### src/rtl/sobel_3d_volume_normals_unit_macros.svh
// ----------------------------------------------------------------------------
// sobel 3d volume normals unit assertion macros
// shared property wrappers for the rtl checks
// ----------------------------------------------------------------------------
`ifndef SOBEL_3D_VOLUME_NORMALS_UNIT_MACROS_SVH
`define SOBEL_3D_VOLUME_NORMALS_UNIT_MACROS_SVH

// consequent must hold in the same cycle as the antecedent
`define SBN_ASSERT_NOW(lbl, clk, rst, ante, cons, msg) \
   lbl: assert property (@(posedge clk) disable iff (rst) (ante) |-> (cons)) \
      else $error(msg);

// consequent must hold in the cycle after the antecedent
`define SBN_ASSERT_NEXT(lbl, clk, rst, ante, cons, msg) \
   lbl: assert property (@(posedge clk) disable iff (rst) (ante) |=> (cons)) \
      else $error(msg);

`endif

### src/rtl/sbn_pkg.sv
// ----------------------------------------------------------------------------
// sbn package
// states, result struct and fixed constants of the normals unit
// ----------------------------------------------------------------------------
package sbn_pkg;

   localparam int CFG_W       = 6;
   localparam int CSR_IDX_W   = 2;
   localparam int POS_W       = 5;
   localparam int NMAG_W      = 15;
   localparam int NORM_W      = 16;
   localparam int NORM_ONE    = 16384;
   localparam int FRAC_BITS   = 14;
   localparam int MSQ_W       = 30;
   localparam int PROD_W      = 2 * MSQ_W;
   localparam int T_W         = 62;
   localparam int K_MAX       = 31;
   localparam int K_W         = 5;
   localparam int ROOT_W      = 31;
   localparam int MK_W        = MSQ_W + K_MAX;
   localparam int NUM_W       = MK_W + FRAC_BITS + 1;
   localparam int REM_W       = 35;
   localparam int DIV_STEPS   = 15;
   localparam int STEP_W      = 5;

   localparam logic [CFG_W-1:0]     SIZE_RESET  = 6'd32;
   localparam logic [CSR_IDX_W-1:0] CSR_SIZE_X  = 2'd0;
   localparam logic [CSR_IDX_W-1:0] CSR_SIZE_Y  = 2'd1;
   localparam logic [CSR_IDX_W-1:0] CSR_SIZE_Z  = 2'd2;
   localparam logic                 FUNC_LOAD   = 1'b0;
   localparam logic                 FUNC_NORMAL = 1'b1;

   typedef enum logic [2:0] {
      ST_IDLE,
      ST_LOAD,
      ST_READ,
      ST_DRAIN,
      ST_KICK,
      ST_WAIT,
      ST_DONE
   } sbn_state_type;

   typedef enum logic [2:0] {
      NS_IDLE,
      NS_SHIFT,
      NS_MUL,
      NS_SCALE,
      NS_SQRT,
      NS_DIVLD,
      NS_DIV,
      NS_DONE
   } sbn_nstate_type;

   typedef struct packed {
      logic start;
   } sbn_ctl_type;

   typedef struct packed {
      logic                   done;
      logic [2:0]             neg;
      logic [2:0][NMAG_W-1:0] mag;
   } sbn_res_type;

endpackage

### src/rtl/sbn_csub.sv
// ----------------------------------------------------------------------------
// sbn compare subtract
// shared compare and subtract step for square root and division
// ----------------------------------------------------------------------------
module sbn_csub
   import sbn_pkg::*;
#(
   parameter int W = 35
) (
   input  logic [W-1:0] a,
   input  logic [W-1:0] b,
   output logic         ge,
   output logic [W-1:0] diff
);

   logic [W:0] sub;

   assign sub  = {1'b0, a} - {1'b0, b};
   assign ge   = ~sub[W];
   assign diff = sub[W-1:0];

endmodule

### src/rtl/sbn_norm.sv
// ----------------------------------------------------------------------------
// sbn normalizer
// turns a gradient into a q1.14 unit normal: squares, root, divisions
// ----------------------------------------------------------------------------
module sbn_norm
   import sbn_pkg::*;
#(
   parameter int GW = 21
) (
   input  logic                 clock,
   input  logic                 reset,
   input  sbn_ctl_type          ctl,
   input  logic signed [GW-1:0] grad [3],
   output sbn_res_type          res
);

   localparam int MWID = GW - 1;
   localparam int XW   = (MWID > 31) ? MWID : 31;

   sbn_nstate_type nst_ff, nst_in;
   logic [2:0]        neg_ff, neg_in;
   logic [MWID-1:0]   mag_ff [3];
   logic [MWID-1:0]   mag_in [3];
   logic [1:0]        idx_ff, idx_in;
   logic [PROD_W-1:0] prod_ff, prod_in;
   logic [T_W-1:0]    t_ff, t_in;
   logic [K_W-1:0]    k_ff, k_in;
   logic [MK_W-1:0]   mk_ff [3];
   logic [MK_W-1:0]   mk_in [3];
   logic [ROOT_W-1:0] root_ff, root_in;
   logic [REM_W-1:0]  rem_ff, rem_in;
   logic [DIV_STEPS-1:0] low_ff, low_in;
   logic [NMAG_W-1:0] q_ff, q_in;
   logic [STEP_W-1:0] step_ff, step_in;
   logic [2:0][NMAG_W-1:0] n_ff, n_in;

   logic [XW-1:0]     mag_x [3];
   logic [MSQ_W-1:0]  m30 [3];
   logic [MSQ_W-1:0]  mop;
   logic              big;
   logic [REM_W-1:0]  cs_a, cs_b, cs_diff;
   logic              cs_ge;
   logic [NUM_W-1:0]  num;
   logic [MK_W-1:0]   mk_sel;
   logic [NMAG_W-1:0] q_next;

   always_comb begin
      big = 1'b0;
      for (int i = 0; i < 3; i++) begin
         mag_x[i] = XW'(mag_ff[i]);
         m30[i]   = mag_x[i][MSQ_W-1:0];
         big      = big | ((mag_x[i] >> MSQ_W) != '0);
      end
   end

   always_comb begin
      case (idx_ff)
         2'd0:    mop = m30[0];
         2'd1:    mop = m30[1];
         2'd2:    mop = m30[2];
         default: mop = '0;
      endcase
      case (idx_ff)
         2'd0:    mk_sel = mk_ff[0];
         2'd1:    mk_sel = mk_ff[1];
         default: mk_sel = mk_ff[2];
      endcase
   end

   assign num = NUM_W'({mk_sel, {FRAC_BITS{1'b0}}}) + NUM_W'(root_ff >> 1);

   // shared step: trial subtract of the root digit or the divisor
   always_comb begin
      if (nst_ff == NS_SQRT) begin
         cs_a = {rem_ff[REM_W-3:0], t_ff[T_W-1 -: 2]};
         cs_b = {2'b00, root_ff, 2'b01};
      end else begin
         cs_a = {rem_ff[REM_W-2:0], low_ff[DIV_STEPS-1]};
         cs_b = REM_W'(root_ff);
      end
   end

   sbn_csub #(.W(REM_W)) u_csub (
      .a    (cs_a),
      .b    (cs_b),
      .ge   (cs_ge),
      .diff (cs_diff)
   );

   assign q_next = {q_ff[NMAG_W-2:0], cs_ge};

   always_comb begin
      nst_in  = nst_ff;
      neg_in  = neg_ff;
      mag_in  = mag_ff;
      idx_in  = idx_ff;
      prod_in = prod_ff;
      t_in    = t_ff;
      k_in    = k_ff;
      mk_in   = mk_ff;
      root_in = root_ff;
      rem_in  = rem_ff;
      low_in  = low_ff;
      q_in    = q_ff;
      step_in = step_ff;
      n_in    = n_ff;
      case (nst_ff)
         NS_IDLE: begin
            if (ctl.start) begin
               for (int i = 0; i < 3; i++) begin
                  neg_in[i] = ~grad[i][GW-1];
                  if (grad[i] == '0) begin
                     mag_in[i] = MWID'(1);
                  end else if (grad[i][GW-1]) begin
                     mag_in[i] = MWID'(-grad[i]);
                  end else begin
                     mag_in[i] = MWID'(grad[i]);
                  end
               end
               nst_in = NS_SHIFT;
            end
         end
         NS_SHIFT: begin
            if (big) begin
               for (int i = 0; i < 3; i++) begin
                  mag_in[i] = mag_ff[i] >> 1;
               end
            end else begin
               idx_in = 2'd0;
               t_in   = '0;
               nst_in = NS_MUL;
            end
         end
         NS_MUL: begin
            prod_in = mop * mop;
            if (idx_ff != 2'd0) begin
               t_in = t_ff + T_W'(prod_ff);
            end
            idx_in = idx_ff + 2'd1;
            if (idx_ff == 2'd3) begin
               k_in = '0;
               for (int i = 0; i < 3; i++) begin
                  mk_in[i] = MK_W'(m30[i]);
               end
               nst_in = NS_SCALE;
            end
         end
         NS_SCALE: begin
            if ((k_ff != K_W'(K_MAX)) && (t_ff[T_W-1 -: 2] == 2'b00)) begin
               t_in = t_ff << 2;
               k_in = k_ff + K_W'(1);
               for (int i = 0; i < 3; i++) begin
                  mk_in[i] = mk_ff[i] << 1;
               end
            end else begin
               root_in = '0;
               rem_in  = '0;
               step_in = '0;
               nst_in  = NS_SQRT;
            end
         end
         NS_SQRT: begin
            rem_in  = cs_ge ? cs_diff : cs_a;
            root_in = {root_ff[ROOT_W-2:0], cs_ge};
            t_in    = t_ff << 2;
            step_in = step_ff + STEP_W'(1);
            if (step_ff == STEP_W'(ROOT_W - 1)) begin
               idx_in = 2'd0;
               nst_in = NS_DIVLD;
            end
         end
         NS_DIVLD: begin
            rem_in  = REM_W'(num >> DIV_STEPS);
            low_in  = num[DIV_STEPS-1:0];
            q_in    = '0;
            step_in = '0;
            nst_in  = NS_DIV;
         end
         NS_DIV: begin
            rem_in  = cs_ge ? cs_diff : cs_a;
            low_in  = low_ff << 1;
            q_in    = q_next;
            step_in = step_ff + STEP_W'(1);
            if (step_ff == STEP_W'(DIV_STEPS - 1)) begin
               n_in[idx_ff] = (q_next > NMAG_W'(NORM_ONE)) ? NMAG_W'(NORM_ONE) : q_next;
               idx_in = idx_ff + 2'd1;
               nst_in = (idx_ff == 2'd2) ? NS_DONE : NS_DIVLD;
            end
         end
         NS_DONE: begin
            nst_in = NS_IDLE;
         end
         default: begin
            nst_in = NS_IDLE;
         end
      endcase
   end

   always_ff @(posedge clock) begin
      if (reset) begin
         nst_ff <= NS_IDLE;
      end else begin
         nst_ff <= nst_in;
      end
   end

   always_ff @(posedge clock) begin
      neg_ff  <= neg_in;
      mag_ff  <= mag_in;
      idx_ff  <= idx_in;
      prod_ff <= prod_in;
      t_ff    <= t_in;
      k_ff    <= k_in;
      mk_ff   <= mk_in;
      root_ff <= root_in;
      rem_ff  <= rem_in;
      low_ff  <= low_in;
      q_ff    <= q_in;
      step_ff <= step_in;
      n_ff    <= n_in;
   end

   assign res.done = (nst_ff == NS_DONE);
   assign res.neg  = neg_ff;
   assign res.mag  = n_ff;

endmodule

### config.mk
export PLATFORM = sky130hd
export DESIGN_NAME = sbn_norm
export DESIGN_NICKNAME = d
export VERILOG_FILES = /design/src/rtl/sobel_3d_volume_normals_unit_macros.svh /design/src/rtl/sbn_pkg.sv /design/src/rtl/sbn_csub.sv /design/src/rtl/sbn_norm.sv
export SDC_FILE = /design/constraint.sdc
export NUM_CORES = 2
export LEC_CHECK = 0
export ABC_AREA = 0
export BUFFER_PORTS_ARGS = -buffer_cell sky130_fd_sc_hd__buf_2
export CELL_PAD_IN_SITES_DETAIL_PLACEMENT = 1
export CELL_PAD_IN_SITES_GLOBAL_PLACEMENT = 2
export CORE_MARGIN = 2
export CORE_UTILIZATION = 45
export DETAILED_ROUTE_END_ITERATION = 12
export PLACE_DENSITY_LB_ADDON = 0.1
export SYNTH_ARGS = -nofsm -noshare
export SYNTH_HDL_FRONTEND = slang
export SYNTH_SLANG_ARGS = --single-unit
### constraint.sdc
create_clock -name clock -period 18.9 [get_ports clock]
set_input_delay 0.945 -clock clock [delete_from_list [all_inputs] [get_ports clock]]
set_output_delay 0.945 -clock clock [all_outputs]
set_load 0.02 [all_outputs]
==> results.md <==
* Status: finished, final reports clean
* Total track usage at 0.270
* Global-route wire length before repair at 174000 um
* Cells after synthesis at 3716
* Max-slew headroom at 0.237
* Ys Warns at 0
* Final-report setup violation count at 0
* Pre-CTS setup slack at 8.73 ns
* Non-Filler Instances at 4864
* H-tree levels at 2
* Post-Synth Simple-Gate Area at 0.163
* Final Critical Period at 10.37 ns
* Complex-gate fraction of the synthesized area at 0.125
* Post-synthesis xor/xnor area fraction at 0.0463
* Die X-Extent at 287 um
* 1st-pass router iterations at 6
* Root buffer cell: clkbuf_16
* Initial antenna violation count at 0
* Post-synth EDFFs at 420
* DR vias at 27700
* Post-CTS Hold Buffers at 0
* CP required at 19.27 ns
* Final wirelength at 110000 um
* Crit. End Element: register
* Met3 wire length at 4850 um
* Syn Area/Cell at 9.72 um2
* Fill count at 8879
* Seq/Total Area, Yosys at 0.351
* Worst Max-Slew Pin Slew at 1.14 ns
* Met2 WL post-DR at 51200 um
* Seq cells post-synth at 423
* Post-Place Cells at 4771
* Post-synth top area share at 0.349
* # port buffers at 114
* Worst EP arrival at 10.74 ns
* Fraction of layout cells with a size suffix above 1 at 0.0753
* Max Root-Sink Buffers at 3
* Post-synth top area cell: edfxtp_1
* Commonest cells after routing, fill and taps aside: 609 x nand2_1, 435 x inv_1, 420 x edfxtp_1
* Largest net degree at the start of global routing at 106
* CP Class: reg -> reg
* CTS tree: done
* Count of unique library cells instantiated by Yosys at 82
* Total grt overflow at 0
* Startpoint Class: register
* Main combinational cell family by area after synthesis: adder cells
* DP Wirelength at 86200 um
* Final Hold Viols at 0
* CTS sink cnt at 423
* CORE AREA at 0.0793 mm2
* Vias in the first global route at 29800
* Final net count at 4369
* Initial Util at 0.456
* P&R area growth vs syn at 9.45%
* Die Y at 287 um
* Clk_lat worst skew at 0.63 ns
* TritonCTS buffer count at 50
* Gpl congestion at 0.921
* Most common library cell in the layout ignoring fill and taps: nand2_1
* Clk_skew at 0.0644 ns
* DRC at 0
* IO Pins at 115
* Post-CTS setup buffers at 0
* Synthesized area at 0.0361 mm2
* Total area of sequential cells at 0.0127 mm2
* Via density at 5.69
* Post-CTS Resized at 0
* RSZ-0062 raised after global routing: no
* Ranking of synthesized cells by area: edfxtp_1 35%, fa_1 16%, ha_1 8.5%, nand2_1 6.3%, inv_1 4.5%
* Syn Nets at 4312
* Max-cap violations at 0
* M1 WL at 51100 um
* Fin crit share at 0.549
* Worst Slack Setup Final at 8.53 ns
* Final slew viol count at 0
* Post-route ant nets at 0
* Worst Path Max Fanout at 23
* Post-Synth Adder-Cell Area at 0.243
* Routed len/inst at 22.5 um
* Die area at 0.0825 mm2
* Fraction of registers with async set/reset at 0
* Hold Path Class: in -> reg
* Mux contribution to synthesized area at 0.0111
* Area of the multi-input gates at 0.0213 mm2
* DRT iter0 DRCs at 1741
* Rows at 103
* FMAX at 96.4 MHz
* Top_reg_cell synth: edfxtp_1
* Top Metal Used: met4
* Clk slew on worst S/H paths at 0.06 ns
* TNS Setup at 0 ns
## routing by layer
layer / up-vias / global-route usage
met2: 604 / 0.444
met5: - / 0
met4: 0 / 0.0599
li1: 12900 / -
met3: 135 / 0.0321
met1: 14100 / 0.382
## flip-flops by register name, indices dropped and copies added (netlist names)
signal	cells
t_ff	62
rem_ff	34
res	45
mk_ff	105
low_ff	15
root_ff	31
m30	60
q_ff	14
idx_ff	2
nst_ff	3
step_ff	5
prod_ff	39
k_ff	5
neg_ff	3
## metrics by stage
step                instance area [um2]  hold slack [ns]  utilization
floorplan                         36100            0.510            -
detailed placement                37800            0.526        0.477
CTS                               39500            0.475        0.499
global route                      39500            0.496        0.499
finish                            39500            0.512        0.499
global placement                  37800            0.524        0.476
## worst paths after layout
check                  start          end  slack [ns]  cells after the start
setup / recovery   idx_ff[0]  prod_ff[36]        8.53                     26
hold / removal         reset    nst_ff[2]        0.51                      2
setup reg to reg   idx_ff[0]  prod_ff[36]        8.53                     26
hold reg to reg   mk_ff[131]   mk_ff[132]        0.54                      2
## cells by family (layout without fill, tap and decap cells)
group / Yosys count / count (layout)
AO/OA/AOI/OAI: 679 / 679
XOR/XNOR: 191 / 191
adder cells (fa/ha/maj): 530 / 530
buffers and inverters: 582 / 679
flip-flops: 423 / 423
multiplexers: 38 / 38
other: 0 / 1
AND/OR/NAND/NOR: 1273 / 1273
## synth_stat cells, types with 11 or more instances
cell type    n
o21ai_0    118
nor2b_1     26
o21bai_1    24
mux2_2      15
xnor2_1    128
nand2b_1    34
o22ai_1     27
nand3_1     61
a31oi_1     17
or3_1       32
and3_1      39
o21a_1      19
nand2_1    610
inv_1      436
mux2i_1     23
and2_1     120
xor2_1      63
a22o_1      22
a21o_1      83
nor2_1     208
a21oi_1    166
a211oi_1    17
nor3_1      40
o31ai_1     25
fa_1       284
edfxtp_1   420
or2_2       12
nor4_1      11
a22oi_1     39
ha_1       246
nand4_1     35
and4_1      11
buf_1       12
o211ai_1    30
clkbuf_1   125
or4_1       13
## layout make-up
class,instances,area share
inverters,440,0.0418
repair buffers,147,0.0206
flip-flops and latches,423,0.321
multi-input cells,2711,0.539
clock inverters,37,0.0117
well taps,1050,0.0332
clock buffers,55,0.0324
diodes,1,0.0000633
## critical path: stages (launching register included)
cell and delay (ns):
edfxtp_1 0.46, inv_1 0.12, ha_1 0.72, a222oi_1 0.45
nor2_1 0.97, clkinv_1 0.68, nor2_1 0.35, inv_1 0.10
fa_1 0.45, fa_1 0.51, fa_1 0.55, inv_1 0.08
fa_1 0.46, fa_1 0.52, fa_1 0.54, inv_1 0.05
fa_1 0.49, inv_1 0.04, ha_1 0.36, and2_1 0.22
a221o_1 0.31, a311oi_1 0.33, a21oi_1 0.16, o2111ai_1 0.37
a21oi_1 0.16, or3_1 0.32, o311ai_0 0.32
Power is left out: the tool's default activity adds up to more than one toggle a clock period on the data nets, which glitch-free logic cannot reach.
